[config.mk]
export PLATFORM = sky130hd
export DESIGN_NAME = small_language_tokenizer_top
export DESIGN_NICKNAME = d
export VERILOG_FILES = /design/src/rtl/core/slt_pkg.sv /design/src/rtl/core/small_language_tokenizer_top.sv /design/src/rtl/core/slt_lexer.sv /design/src/rtl/core/slt_tokq.sv
export SDC_FILE = /design/constraint.sdc
export NUM_CORES = 1
export LEC_CHECK = 0
export ABC_CLOCK_PERIOD_IN_PS = 10800
export BUFFER_PORTS_ARGS = -buffer_cell sky130_fd_sc_hd__buf_2
export CORE_UTILIZATION = 55
export CTS_BUF_LIST = sky130_fd_sc_hd__clkbuf_8
export CTS_CLUSTER_DIAMETER = 150
export CTS_CLUSTER_SIZE = 40
export DETAILED_ROUTE_END_ITERATION = 10
export PLACE_DENSITY_LB_ADDON = 0.15
export SYNTH_ARGS = -nofsm -noshare
export SYNTH_HDL_FRONTEND = slang
export SYNTH_HIERARCHICAL = 1
export SYNTH_SLANG_ARGS = --single-unit
[constraint.sdc]
create_clock -name clk -period 10.8 [get_ports clk]
set_clock_uncertainty 0.05 [all_clocks]
set_input_delay 0.54 -clock clk [delete_from_list [all_inputs] [get_ports clk]]
set_output_delay 0.54 -clock clk [all_outputs]
set_load 0.05 [all_outputs]
[src/rtl/core/slt_pkg.sv]
// Shared types, character codes, token kinds and keyword tables of the small language tokenizer.
package slt_pkg;

	typedef struct packed {
		logic [7:0] ch;
		logic       final_char;
	} src_t;

	typedef struct packed {
		logic [4:0]  kind;
		logic [2:0]  err_code;
		logic [15:0] start_line;
		logic [15:0] start_col;
		logic [15:0] stop_line;
		logic [15:0] stop_col;
		logic        run_end;
	} tok_t;

	// Results of one byte: how many, and the tokens in order.
	typedef struct packed {
		logic [1:0]     count;
		tok_t [1:0]     tok;
	} tok_pair_t;

	typedef struct packed {
		logic       has;
		logic [4:0] kind;
		logic [2:0] err;
	} pend_t;

	// Lexer modes.
	localparam logic [3:0] M_IDLE    = 4'd0;
	localparam logic [3:0] M_EQ      = 4'd1;
	localparam logic [3:0] M_LT      = 4'd2;
	localparam logic [3:0] M_GT      = 4'd3;
	localparam logic [3:0] M_BANG    = 4'd4;
	localparam logic [3:0] M_SLASH   = 4'd5;
	localparam logic [3:0] M_COMMENT = 4'd6;
	localparam logic [3:0] M_STRING  = 4'd7;
	localparam logic [3:0] M_INT     = 4'd8;
	localparam logic [3:0] M_FRAC    = 4'd9;
	localparam logic [3:0] M_IDENT   = 4'd10;

	// Token kinds.
	localparam logic [4:0] K_COMMA   = 5'd0;
	localparam logic [4:0] K_SEMI    = 5'd1;
	localparam logic [4:0] K_LPAREN  = 5'd2;
	localparam logic [4:0] K_RPAREN  = 5'd3;
	localparam logic [4:0] K_RBRACE  = 5'd4;
	localparam logic [4:0] K_LBRACE  = 5'd5;
	localparam logic [4:0] K_LBRACK  = 5'd6;
	localparam logic [4:0] K_RBRACK  = 5'd7;
	localparam logic [4:0] K_EQEQ    = 5'd8;
	localparam logic [4:0] K_ASSIGN  = 5'd9;
	localparam logic [4:0] K_PLUS    = 5'd10;
	localparam logic [4:0] K_MINUS   = 5'd11;
	localparam logic [4:0] K_STAR    = 5'd12;
	localparam logic [4:0] K_SLASH   = 5'd13;
	localparam logic [4:0] K_CARET   = 5'd14;
	localparam logic [4:0] K_PCT     = 5'd15;
	localparam logic [4:0] K_LE      = 5'd16;
	localparam logic [4:0] K_LT      = 5'd17;
	localparam logic [4:0] K_GE      = 5'd18;
	localparam logic [4:0] K_GT      = 5'd19;
	localparam logic [4:0] K_NE      = 5'd20;
	localparam logic [4:0] K_FLOAT   = 5'd21;
	localparam logic [4:0] K_STRING  = 5'd22;
	localparam logic [4:0] K_INT     = 5'd23;
	localparam logic [4:0] K_IF      = 5'd24;
	localparam logic [4:0] K_IDENT   = 5'd25;
	localparam logic [4:0] K_FOR     = 5'd26;
	localparam logic [4:0] K_ELSE    = 5'd27;
	localparam logic [4:0] K_WHILE   = 5'd28;
	localparam logic [4:0] K_RETURN  = 5'd29;
	localparam logic [4:0] K_ERR     = 5'd30;

	// Error codes.
	localparam logic [2:0] E_NONE    = 3'd0;
	localparam logic [2:0] E_BANG    = 3'd1;
	localparam logic [2:0] E_DOT     = 3'd2;
	localparam logic [2:0] E_STRING  = 3'd3;
	localparam logic [2:0] E_INVALID = 3'd4;

	// Character codes.
	localparam logic [7:0] CH_TAB    = 8'h09;
	localparam logic [7:0] CH_NL     = 8'h0A;
	localparam logic [7:0] CH_CR     = 8'h0D;
	localparam logic [7:0] CH_SPACE  = 8'h20;
	localparam logic [7:0] CH_BANG   = 8'h21;
	localparam logic [7:0] CH_QUOTE  = 8'h22;
	localparam logic [7:0] CH_PCT    = 8'h25;
	localparam logic [7:0] CH_LPAREN = 8'h28;
	localparam logic [7:0] CH_RPAREN = 8'h29;
	localparam logic [7:0] CH_STAR   = 8'h2A;
	localparam logic [7:0] CH_PLUS   = 8'h2B;
	localparam logic [7:0] CH_COMMA  = 8'h2C;
	localparam logic [7:0] CH_MINUS  = 8'h2D;
	localparam logic [7:0] CH_DOT    = 8'h2E;
	localparam logic [7:0] CH_SLASH  = 8'h2F;
	localparam logic [7:0] CH_0      = 8'h30;
	localparam logic [7:0] CH_9      = 8'h39;
	localparam logic [7:0] CH_SEMI   = 8'h3B;
	localparam logic [7:0] CH_LT     = 8'h3C;
	localparam logic [7:0] CH_EQ     = 8'h3D;
	localparam logic [7:0] CH_GT     = 8'h3E;
	localparam logic [7:0] CH_UA     = 8'h41;
	localparam logic [7:0] CH_UZ     = 8'h5A;
	localparam logic [7:0] CH_LBRACK = 8'h5B;
	localparam logic [7:0] CH_RBRACK = 8'h5D;
	localparam logic [7:0] CH_CARET  = 8'h5E;
	localparam logic [7:0] CH_USCORE = 8'h5F;
	localparam logic [7:0] CH_LA     = 8'h61;
	localparam logic [7:0] CH_LZ     = 8'h7A;
	localparam logic [7:0] CH_LBRACE = 8'h7B;
	localparam logic [7:0] CH_RBRACE = 8'h7D;

	// Keyword progress: if 1..2, for 3..5, else 6..9, while 10..14, return 15..20.
	function automatic logic [4:0] kw_start(input logic [7:0] c);
		case (c)
			"i":     return 5'd1;
			"f":     return 5'd3;
			"e":     return 5'd6;
			"w":     return 5'd10;
			"r":     return 5'd15;
			default: return 5'd0;
		endcase
	endfunction

	function automatic logic [4:0] kw_next(input logic [4:0] p, input logic [7:0] c);
		logic [7:0] want;
		logic       live;
		live = 1'b1;
		want = 8'h00;
		case (p)
			5'd1:    want = "f";
			5'd3:    want = "o";
			5'd4:    want = "r";
			5'd6:    want = "l";
			5'd7:    want = "s";
			5'd8:    want = "e";
			5'd10:   want = "h";
			5'd11:   want = "i";
			5'd12:   want = "l";
			5'd13:   want = "e";
			5'd15:   want = "e";
			5'd16:   want = "t";
			5'd17:   want = "u";
			5'd18:   want = "r";
			5'd19:   want = "n";
			default: live = 1'b0;
		endcase
		return (live && c == want) ? p + 5'd1 : 5'd0;
	endfunction

	function automatic logic [4:0] ident_kind(input logic [4:0] p);
		case (p)
			5'd2:    return K_IF;
			5'd5:    return K_FOR;
			5'd9:    return K_ELSE;
			5'd14:   return K_WHILE;
			5'd20:   return K_RETURN;
			default: return K_IDENT;
		endcase
	endfunction

	// The token that a mode still holds back, as it is closed without a following byte.
	function automatic pend_t pending_tok(input logic [3:0] mode, input logic [4:0] p);
		pend_t r;
		r.has  = 1'b1;
		r.err  = E_NONE;
		r.kind = K_ERR;
		case (mode)
			M_EQ:     r.kind = K_ASSIGN;
			M_LT:     r.kind = K_LT;
			M_GT:     r.kind = K_GT;
			M_BANG:   r.err  = E_BANG;
			M_SLASH:  r.kind = K_SLASH;
			M_STRING: r.kind = K_STRING;
			M_INT:    r.kind = K_INT;
			M_FRAC:   r.kind = K_FLOAT;
			M_IDENT:  r.kind = ident_kind(p);
			default:  r.has  = 1'b0;
		endcase
		return r;
	endfunction

	function automatic logic [4:0] two_kind(input logic [3:0] mode);
		case (mode)
			M_EQ:    return K_EQEQ;
			M_LT:    return K_LE;
			M_GT:    return K_GE;
			default: return K_NE;
		endcase
	endfunction

endpackage

[src/rtl/core/small_language_tokenizer_top.sv]
// Top level of the small language tokenizer: input register, lexer and token queue.
//
// Source bytes arrive on the src channel, one src_data transfer per byte, with
// final_char set on the last byte of an input. Tokens leave on the tok channel,
// one transfer per token; run_end marks the last token caused by a byte, and a
// byte may cause none, one or two tokens.
// A byte is taken into an input register; from there the lexer mode
// machine decides its tokens in one pass and writes them into a four-entry
// queue, from which the tok channel offers them.
// Throughput is one byte per cycle while the receiver keeps up; the limit is
// the queue's single output port, so a byte that makes two tokens needs two
// output transfers. The input register moves on only when the queue has room
// for two tokens.
// When the receiver stalls, tokens collect in the queue and then src_ready
// drops; nothing is lost. Reset empties the queue and the input register and
// puts the lexer in its idle mode at line 1, column 1. After final_char the
// lexer returns to that same starting point by itself.
module small_language_tokenizer_top #(
	parameter int LINE_BITS = 16,
	parameter int COL_BITS  = 16
) (
	input  logic          clk,
	input  logic          arst_n,
	input  logic          src_valid,
	output logic          src_ready,
	input  slt_pkg::src_t src_data,
	output logic          tok_valid,
	input  logic          tok_ready,
	output slt_pkg::tok_t tok_data
);

	logic               valid_s1;
	slt_pkg::src_t      data_s1;
	logic               room;
	logic               go;
	slt_pkg::tok_pair_t res;

	assign go        = valid_s1 && room;
	assign src_ready = !valid_s1 || go;

	always_ff @(posedge clk or negedge arst_n) begin
		if (!arst_n) begin
			valid_s1 <= 1'b0;
		end else if (src_ready) begin
			valid_s1 <= src_valid;
		end
	end

	always_ff @(posedge clk) begin
		if (src_valid && src_ready) begin
			data_s1 <= src_data;
		end
	end

	slt_lexer #(
		.LINE_BITS (LINE_BITS),
		.COL_BITS  (COL_BITS)
	) u_lexer (
		.clk    (clk),
		.arst_n (arst_n),
		.step   (go),
		.src    (data_s1),
		.res    (res)
	);

	slt_tokq u_tokq (
		.clk     (clk),
		.arst_n  (arst_n),
		.push_en (go),
		.push    (res),
		.room    (room),
		.valid   (tok_valid),
		.ready   (tok_ready),
		.data    (tok_data)
	);

	a_load_s1: assert property (@(posedge clk) disable iff (!arst_n)
		src_valid && src_ready |=> valid_s1)
		else $error("accepted byte did not reach the input register");

	a_hold_s1: assert property (@(posedge clk) disable iff (!arst_n)
		valid_s1 && !go |=> valid_s1 && $stable(data_s1))
		else $error("waiting byte changed in the input register");

	a_pair_max: assert property (@(posedge clk) disable iff (!arst_n)
		go |-> res.count != 2'd3)
		else $error("lexer produced more than two tokens for one byte");

	a_tok_shown: assert property (@(posedge clk) disable iff (!arst_n)
		go && res.count != 2'd0 |=> tok_valid)
		else $error("token written to the queue was not offered");

endmodule

[src/rtl/core/slt_lexer.sv]
// Lexer mode machine and position counters: turns one byte into up to two tokens.
module slt_lexer #(
	parameter int LINE_BITS = 16,
	parameter int COL_BITS  = 16
) (
	input  logic              clk,
	input  logic              arst_n,
	input  logic              step,
	input  slt_pkg::src_t     src,
	output slt_pkg::tok_pair_t res
);

	localparam logic [LINE_BITS-1:0] LINE_ONE = LINE_BITS'(1);
	localparam logic [COL_BITS-1:0]  COL_ONE  = COL_BITS'(1);

	logic [3:0]           mode_q, mode;
	logic [4:0]           kp_q, kp;
	logic [LINE_BITS-1:0] tl_q, cl_q, tl, cl;
	logic [COL_BITS-1:0]  tc_q, cc_q, tc, cc;
	logic [7:0]           c;
	logic                 used;
	logic [1:0]           n;
	slt_pkg::tok_t [1:0]  toks;
	slt_pkg::pend_t       pend;

	function automatic logic [LINE_BITS-1:0] adv_line(input logic [7:0] b,
			input logic [LINE_BITS-1:0] l);
		if (b == slt_pkg::CH_NL && l != '1) begin
			return l + 1'b1;
		end
		return l;
	endfunction

	function automatic logic [COL_BITS-1:0] adv_col(input logic [7:0] b,
			input logic [COL_BITS-1:0] k);
		if (b == slt_pkg::CH_NL) begin
			return COL_ONE;
		end else if (k != '1) begin
			return k + 1'b1;
		end
		return k;
	endfunction

	function automatic logic [15:0] sat_line(input logic [LINE_BITS-1:0] v);
		logic [31:0] w;
		w = 32'(v);
		return (w > 32'h0000_FFFF) ? 16'hFFFF : w[15:0];
	endfunction

	function automatic logic [15:0] sat_col(input logic [COL_BITS-1:0] v);
		logic [31:0] w;
		w = 32'(v);
		return (w > 32'h0000_FFFF) ? 16'hFFFF : w[15:0];
	endfunction

	function automatic slt_pkg::tok_t make_tok(input logic [4:0] kind, input logic [2:0] err,
			input logic [LINE_BITS-1:0] sl, input logic [COL_BITS-1:0] sc,
			input logic [LINE_BITS-1:0] el, input logic [COL_BITS-1:0] ec);
		slt_pkg::tok_t t;
		t.kind       = kind;
		t.err_code   = err;
		t.start_line = sat_line(sl);
		t.start_col  = sat_col(sc);
		t.stop_line  = sat_line(el);
		t.stop_col   = sat_col(ec);
		t.run_end    = 1'b0;
		return t;
	endfunction

	function automatic logic [4:0] punct_kind(input logic [7:0] b);
		case (b)
			slt_pkg::CH_COMMA:  return slt_pkg::K_COMMA;
			slt_pkg::CH_SEMI:   return slt_pkg::K_SEMI;
			slt_pkg::CH_LPAREN: return slt_pkg::K_LPAREN;
			slt_pkg::CH_RPAREN: return slt_pkg::K_RPAREN;
			slt_pkg::CH_RBRACE: return slt_pkg::K_RBRACE;
			slt_pkg::CH_LBRACE: return slt_pkg::K_LBRACE;
			slt_pkg::CH_LBRACK: return slt_pkg::K_LBRACK;
			slt_pkg::CH_RBRACK: return slt_pkg::K_RBRACK;
			slt_pkg::CH_PLUS:   return slt_pkg::K_PLUS;
			slt_pkg::CH_MINUS:  return slt_pkg::K_MINUS;
			slt_pkg::CH_STAR:   return slt_pkg::K_STAR;
			slt_pkg::CH_CARET:  return slt_pkg::K_CARET;
			default:            return slt_pkg::K_PCT;
		endcase
	endfunction

	always_comb begin
		mode = mode_q;
		kp   = kp_q;
		tl   = tl_q;
		tc   = tc_q;
		cl   = cl_q;
		cc   = cc_q;
		c    = src.ch;
		used = 1'b1;
		n    = 2'd0;
		toks = '0;
		pend = slt_pkg::pending_tok(mode_q, kp_q);

		// First the byte is offered to the token that is already open.
		case (mode)
			slt_pkg::M_EQ, slt_pkg::M_LT, slt_pkg::M_GT, slt_pkg::M_BANG: begin
				if (c == slt_pkg::CH_EQ) begin
					cl = adv_line(c, cl);
					cc = adv_col(c, cc);
					toks[n[0]] = make_tok(slt_pkg::two_kind(mode), slt_pkg::E_NONE,
						tl, tc, cl, cc);
					n = n + 2'd1;
					mode = slt_pkg::M_IDLE;
				end else begin
					used = 1'b0;
				end
			end
			slt_pkg::M_SLASH: begin
				if (c == slt_pkg::CH_SLASH) begin
					cl = adv_line(c, cl);
					cc = adv_col(c, cc);
					mode = slt_pkg::M_COMMENT;
				end else begin
					used = 1'b0;
				end
			end
			slt_pkg::M_COMMENT: begin
				cl = adv_line(c, cl);
				cc = adv_col(c, cc);
				if (c == slt_pkg::CH_NL) begin
					mode = slt_pkg::M_IDLE;
				end
			end
			slt_pkg::M_STRING: begin
				if (c == slt_pkg::CH_QUOTE) begin
					cl = adv_line(c, cl);
					cc = adv_col(c, cc);
					toks[n[0]] = make_tok(slt_pkg::K_STRING, slt_pkg::E_NONE, tl, tc, cl, cc);
					n = n + 2'd1;
					mode = slt_pkg::M_IDLE;
				end else if (c == slt_pkg::CH_NL) begin
					// A newline inside a string gives the error and then the string itself.
					toks[n[0]] = make_tok(slt_pkg::K_ERR, slt_pkg::E_STRING, tl, tc, cl, cc);
					n = n + 2'd1;
					cl = adv_line(c, cl);
					cc = adv_col(c, cc);
					toks[n[0]] = make_tok(slt_pkg::K_STRING, slt_pkg::E_NONE, tl, tc, cl, cc);
					n = n + 2'd1;
					mode = slt_pkg::M_IDLE;
				end else begin
					cl = adv_line(c, cl);
					cc = adv_col(c, cc);
				end
			end
			slt_pkg::M_INT: begin
				if (c inside {[slt_pkg::CH_0:slt_pkg::CH_9]}) begin
					cl = adv_line(c, cl);
					cc = adv_col(c, cc);
				end else if (c == slt_pkg::CH_DOT) begin
					cl = adv_line(c, cl);
					cc = adv_col(c, cc);
					mode = slt_pkg::M_FRAC;
				end else begin
					used = 1'b0;
				end
			end
			slt_pkg::M_FRAC: begin
				if (c inside {[slt_pkg::CH_0:slt_pkg::CH_9]}) begin
					cl = adv_line(c, cl);
					cc = adv_col(c, cc);
				end else if (c == slt_pkg::CH_DOT) begin
					cl = adv_line(c, cl);
					cc = adv_col(c, cc);
					toks[n[0]] = make_tok(slt_pkg::K_ERR, slt_pkg::E_DOT, tl, tc, cl, cc);
					n = n + 2'd1;
					mode = slt_pkg::M_IDLE;
				end else begin
					used = 1'b0;
				end
			end
			slt_pkg::M_IDENT: begin
				if (c inside {[slt_pkg::CH_0:slt_pkg::CH_9], [slt_pkg::CH_LA:slt_pkg::CH_LZ],
						[slt_pkg::CH_UA:slt_pkg::CH_UZ], slt_pkg::CH_USCORE}) begin
					cl = adv_line(c, cl);
					cc = adv_col(c, cc);
					kp = slt_pkg::kw_next(kp, c);
				end else begin
					used = 1'b0;
				end
			end
			default: begin
				mode = slt_pkg::M_IDLE;
				used = 1'b0;
			end
		endcase

		// A byte the open token refuses closes that token and is then read from the idle mode.
		if (!used) begin
			if (pend.has && mode != slt_pkg::M_IDLE) begin
				toks[n[0]] = make_tok(pend.kind, pend.err, tl, tc, cl, cc);
				n = n + 2'd1;
			end
			mode = slt_pkg::M_IDLE;
			kp   = 5'd0;
			tl   = cl;
			tc   = cc;
			cl   = adv_line(c, cl);
			cc   = adv_col(c, cc);
			case (c) inside
				slt_pkg::CH_SPACE, slt_pkg::CH_NL, slt_pkg::CH_CR, slt_pkg::CH_TAB: begin
				end
				slt_pkg::CH_COMMA,  slt_pkg::CH_SEMI,   slt_pkg::CH_LPAREN, slt_pkg::CH_RPAREN,
				slt_pkg::CH_RBRACE, slt_pkg::CH_LBRACE, slt_pkg::CH_LBRACK, slt_pkg::CH_RBRACK,
				slt_pkg::CH_PLUS,   slt_pkg::CH_MINUS,  slt_pkg::CH_STAR,   slt_pkg::CH_CARET,
				slt_pkg::CH_PCT: begin
					toks[n[0]] = make_tok(punct_kind(c), slt_pkg::E_NONE, tl, tc, cl, cc);
					n = n + 2'd1;
				end
				slt_pkg::CH_EQ:    mode = slt_pkg::M_EQ;
				slt_pkg::CH_LT:    mode = slt_pkg::M_LT;
				slt_pkg::CH_GT:    mode = slt_pkg::M_GT;
				slt_pkg::CH_BANG:  mode = slt_pkg::M_BANG;
				slt_pkg::CH_SLASH: mode = slt_pkg::M_SLASH;
				slt_pkg::CH_DOT:   mode = slt_pkg::M_FRAC;
				slt_pkg::CH_QUOTE: mode = slt_pkg::M_STRING;
				[slt_pkg::CH_0:slt_pkg::CH_9]: mode = slt_pkg::M_INT;
				[slt_pkg::CH_LA:slt_pkg::CH_LZ], [slt_pkg::CH_UA:slt_pkg::CH_UZ]: begin
					mode = slt_pkg::M_IDENT;
					kp   = slt_pkg::kw_start(c);
				end
				default: begin
					toks[n[0]] = make_tok(slt_pkg::K_ERR, slt_pkg::E_INVALID, tl, tc, cl, cc);
					n = n + 2'd1;
				end
			endcase
		end

		// End of input closes whatever is still open and rewinds the positions.
		if (src.final_char) begin
			pend = slt_pkg::pending_tok(mode, kp);
			if (pend.has) begin
				toks[n[0]] = make_tok(pend.kind, pend.err, tl, tc, cl, cc);
				n = n + 2'd1;
			end
			mode = slt_pkg::M_IDLE;
			kp   = 5'd0;
			tl   = LINE_ONE;
			tc   = COL_ONE;
			cl   = LINE_ONE;
			cc   = COL_ONE;
		end

		if (n != 2'd0) begin
			toks[n[1]].run_end = 1'b1;
		end
		res.count = n;
		res.tok   = toks;
	end

	always_ff @(posedge clk or negedge arst_n) begin
		if (!arst_n) begin
			mode_q <= slt_pkg::M_IDLE;
			kp_q   <= 5'd0;
			tl_q   <= LINE_ONE;
			tc_q   <= COL_ONE;
			cl_q   <= LINE_ONE;
			cc_q   <= COL_ONE;
		end else if (step) begin
			mode_q <= mode;
			kp_q   <= kp;
			tl_q   <= tl;
			tc_q   <= tc;
			cl_q   <= cl;
			cc_q   <= cc;
		end
	end

endmodule

[src/rtl/core/slt_tokq.sv]
// Four-entry token queue that takes up to two tokens per cycle and hands out one.
module slt_tokq (
	input  logic               clk,
	input  logic               arst_n,
	input  logic               push_en,
	input  slt_pkg::tok_pair_t push,
	output logic               room,
	output logic               valid,
	input  logic               ready,
	output slt_pkg::tok_t      data
);

	localparam int DEPTH = 4;
	localparam int PTR_W = $clog2(DEPTH);
	localparam int CNT_W = $clog2(DEPTH + 1);
	localparam logic [CNT_W-1:0] LIM = CNT_W'(DEPTH - 2);

	slt_pkg::tok_t    mem_q [DEPTH];
	logic [PTR_W-1:0] head_q, tail_q;
	logic [CNT_W-1:0] count_q;
	logic [1:0]       push_n;
	logic             pop;

	assign push_n = push_en ? push.count : 2'd0;
	assign valid  = count_q != '0;
	assign data   = mem_q[head_q];
	assign pop    = valid && ready;
	// Room for a full pair of tokens, counting the transfer leaving this cycle.
	assign room   = (count_q <= LIM) || (pop && count_q == LIM + 1'b1);

	always_ff @(posedge clk) begin
		if (push_n != 2'd0) begin
			mem_q[tail_q] <= push.tok[0];
		end
		if (push_n == 2'd2) begin
			mem_q[tail_q + PTR_W'(1)] <= push.tok[1];
		end
	end

	always_ff @(posedge clk or negedge arst_n) begin
		if (!arst_n) begin
			head_q  <= '0;
			tail_q  <= '0;
			count_q <= '0;
		end else begin
			head_q  <= head_q + PTR_W'(pop);
			tail_q  <= tail_q + PTR_W'(push_n);
			count_q <= count_q + CNT_W'(push_n) - CNT_W'(pop);
		end
	end

endmodule
==> impl_metrics.toml <==
[worst_setup_path]
reg2reg_to = "u_tokq/mem_q[3][30]"
crit_top_cell = "nand2_1"
cp-start-kind = "flip-flop"
cp.depth = 16
crit_slowest_cell = "edfxtp_1"
crit_chain = "nand2_1, nor4_1, o221ai_1, o41ai_4, nand2_1, ha_1, nor3_1, o31a_2, nand2b_1, nand2_2, nor2_2, inv_1, nand3b_4, or3b_4, buf_4, mux2_4"
critPathTopFamily = "simple AND/OR/NAND/NOR gates"
reg2reg_depth = 16
cp.arrival_ps = 9020
path_class = "reg -> reg"
r2r_slack_ps = 2130
end_kind = "flip-flop"
cpPeakStageDelay_ps = 910
crit_fanout = 40
cp_num_buf_inv = 2
required_ps = 11160
rr_startpoint = "data_s1[3]"

[detailed_routing]
dr.first_iter.drc_count = 2450
drtAntennaViolNets = 0
drtPass1Iterations = 6
wl_mm = 79.0
num_vias = 19877
wl_per_cell_um = 28.2
drc = 0
via_per_inst = 7.10

[synthesis]
synth.distinct_cells = 128
yosys_warnings = 6
synth_flop_cell = "edfxtp_1"
ys_async_sr_fraction_pct = 21.2
yosys.area.top_type_share_pct = 35.0
synth.cell_area_um2 = 25900
synthesis.nets = 2263
synth_seq_area_share_pct = 42.8
synth.area.top_cells = "edfxtp_1 35%, mux2_2 9.8%, dfrtp_1 7.5%, mux4_2 6.4%, mux2_4 4.1%"
synth_cells = 2233
ys_seq_elements = 382
synth_edf_count = 301
synth_top_cell_by_area = "edfxtp_1"
syn_area_per_cell_um2 = 11.6

[place]
dp.final_hpwl_mm = 50.8
numPortBuffers = 87
gp_congestion = 0.978

[worst_hold_path]
min_path_type = "in -> reg"
min_path_cells = 3
hold-path-endpoint = "u_tokq/head_q[0]"
worstHoldStart = "tok_ready"

[timing]
rsz0062_at_grt = "no"
finalHoldViolCount = 0
fin_crit_sh_pct = 80.2
whs_ps = 196
tightestPinTransition_ps = 1280
fin_setup_tns_ps = 0
max_clock_freq_ghz = 0.115
setup_violations = 0
slew_viol_final = 0
slew_headroom_pct = 12.2
min_period_ps = 8670

[clock_tree]
clock-sinks = 382
hold_buffers = 11
clk_pin_slew_worst_paths_ps = 220
cts_setup_buffers = 0
cts_resized = 0
clock_path_buffers = 3
cts_buffers = 13
cts_tree = "done"
insertion_delay_ps = 690
htreeDepth = 1
cts_root_buf = "clkbuf_8"

[pwr]
peakVddDrop_mv = 0.264
p_leak_nw = 9.46
power_density_nw_per_um2 = 306

[flow_run]
maxCapViolCount = 0

[cells_and_area]
nets = 2217
area_growth_pct = 3.40
antennaDiodeCount = 0
final_common_cell = "edfxtp_1"
drive_gt1_share_pct = 27.8
final_cell_mix = "301 x edfxtp_1, 225 x mux2_2, 140 x nand2_1"

[global_routing]
grt_pass1_vias = 19478
grt_pass1_wl_mm = 119
track_usage_pct = 32.7
grt_overflow = 0
antenna_found_initial = 1
grt_max_degree = 62

[floorplanning]
start_util_pct = 55.6
rows = 79
die_h_um = 219
fp.dieW_um = 219
die_area_um2 = 47900
core_um2 = 46500
num_io_pins = 88

[status]
outcome = "completed"
==> cells by family (layout without fill, tap and decap cells) <==
family,after synthesis,count (layout),share of synthesized area (%)
adder cells (fa/ha/maj),18,18,0.891
AO/OA/AOI/OAI,575,575,16.2
other,1,1,0.0145
buffers and inverters,231,192,4.50
flip-flops,382,382,42.8
multiplexers,392,392,21.2
AND/OR/NAND/NOR,579,579,12.4
XOR/XNOR,55,55,1.98
==> tightest hold or removal path, delay by kind of cell <==
| family | cells | cell delay (ps) |
|---|---|---|
| buf+inv | 1 | 80 |
| fa+ha+maj | 1 | 130 |
| simple gates | 1 | 160 |
==> registers in the layout, summed over array words and instances (netlist names), 4 cells and up <==
name            count
u_tokq/mem_q      292
u_lexer/cl_q       16
u_lexer/mode_q      4
u_lexer/cc_q       16
u_lexer/tl_q       16
u_lexer/tc_q       16
u_lexer/kp_q        5
data_s1             9
==> worst max-delay path by stage <==
| stage | startpoint | end | slack (ps) |
|---|---|---|---|
| after floorplan | data_s1[8] | u_tokq/mem_q[1][0] | 3360 |
| after global placement | data_s1[3] | u_tokq/mem_q[3][53] | 2730 |
| after detailed placement | data_s1[3] | u_tokq/mem_q[3][30] | 2500 |
| after CTS | data_s1[3] | u_tokq/mem_q[3][30] | 2410 |
| after global routing | data_s1[3] | u_tokq/mem_q[3][30] | 1900 |
| final | data_s1[3] | u_tokq/mem_q[3][30] | 2130 |
==> per-stage QoR <==
step / instance area [µm²] / power [mW] / std cells / setup slack, ps / util, %
finish: 26700 / 8.18 / 2801 / 2130 / 57.5
global placement: 26400 / 7.46 / 2768 / 2730 / 56.8
detailed placement: 26400 / 7.56 / 2768 / 2500 / 56.8
CTS: 26700 / 8.12 / 2801 / 2410 / 57.5
floorplan: 25900 / 6.26 / 2233 / 3360 / -
global route: 26700 / 8.55 / 2801 / 1900 / 57.5
==> where the power goes <==
part           leakage (nW)  internal (mW)  switching, mW
Sequential             3.87           2.26          0.354
Clock                 0.138          0.121          0.442
Combinational          5.45           1.75           3.26
==> synthesized netlist by cell type (all sizes together), types with 10 or more instances <==
library cell  count
nand2b           18
o31ai            14
mux2            302
and2             17
nor2            119
o211ai           15
a211oi           17
nand2           144
a22oi            37
nor4             26
clkbuf           93
mux4             73
nand4            36
and3             16
o21ai           108
a22o             50
ha               16
xor2             20
or3              19
dfrtp            77
nor3b            17
a21oi            97
buf             105
nand3            51
edfxtp          301
o2bb2ai          57
xnor2            35
a31oi            18
a221oi           15
o21a             13
mux2i            17
nor2b            10
o22ai            23
nor3             51
inv              32
==> metal layers <==
| metal | up-vias | wire (µm) | GRT usage (%) |
|---|---|---|---|
| met1 | 9989 | 32700 | 45.5 |
| li1 | 8657 | - | - |
| met2 | 1056 | 36900 | 52.9 |
| met4 | 4 | 2530 | 10.7 |
| met3 | 171 | 6780 | 4.10 |
| met5 | - | 23 | 0 |
==> final cells by class <==
cell class	count	area, µm²
Clock buffer	13	179
Clock inverter	9	52.6
Fill cell	3870	19700
Inverter	33	124
Multi-Input combinational cell	1620	13700
Sequential cell	382	11100
Tap cell	607	759
Timing Repair Buffer	137	841
(Power assumes the default switching activity.)
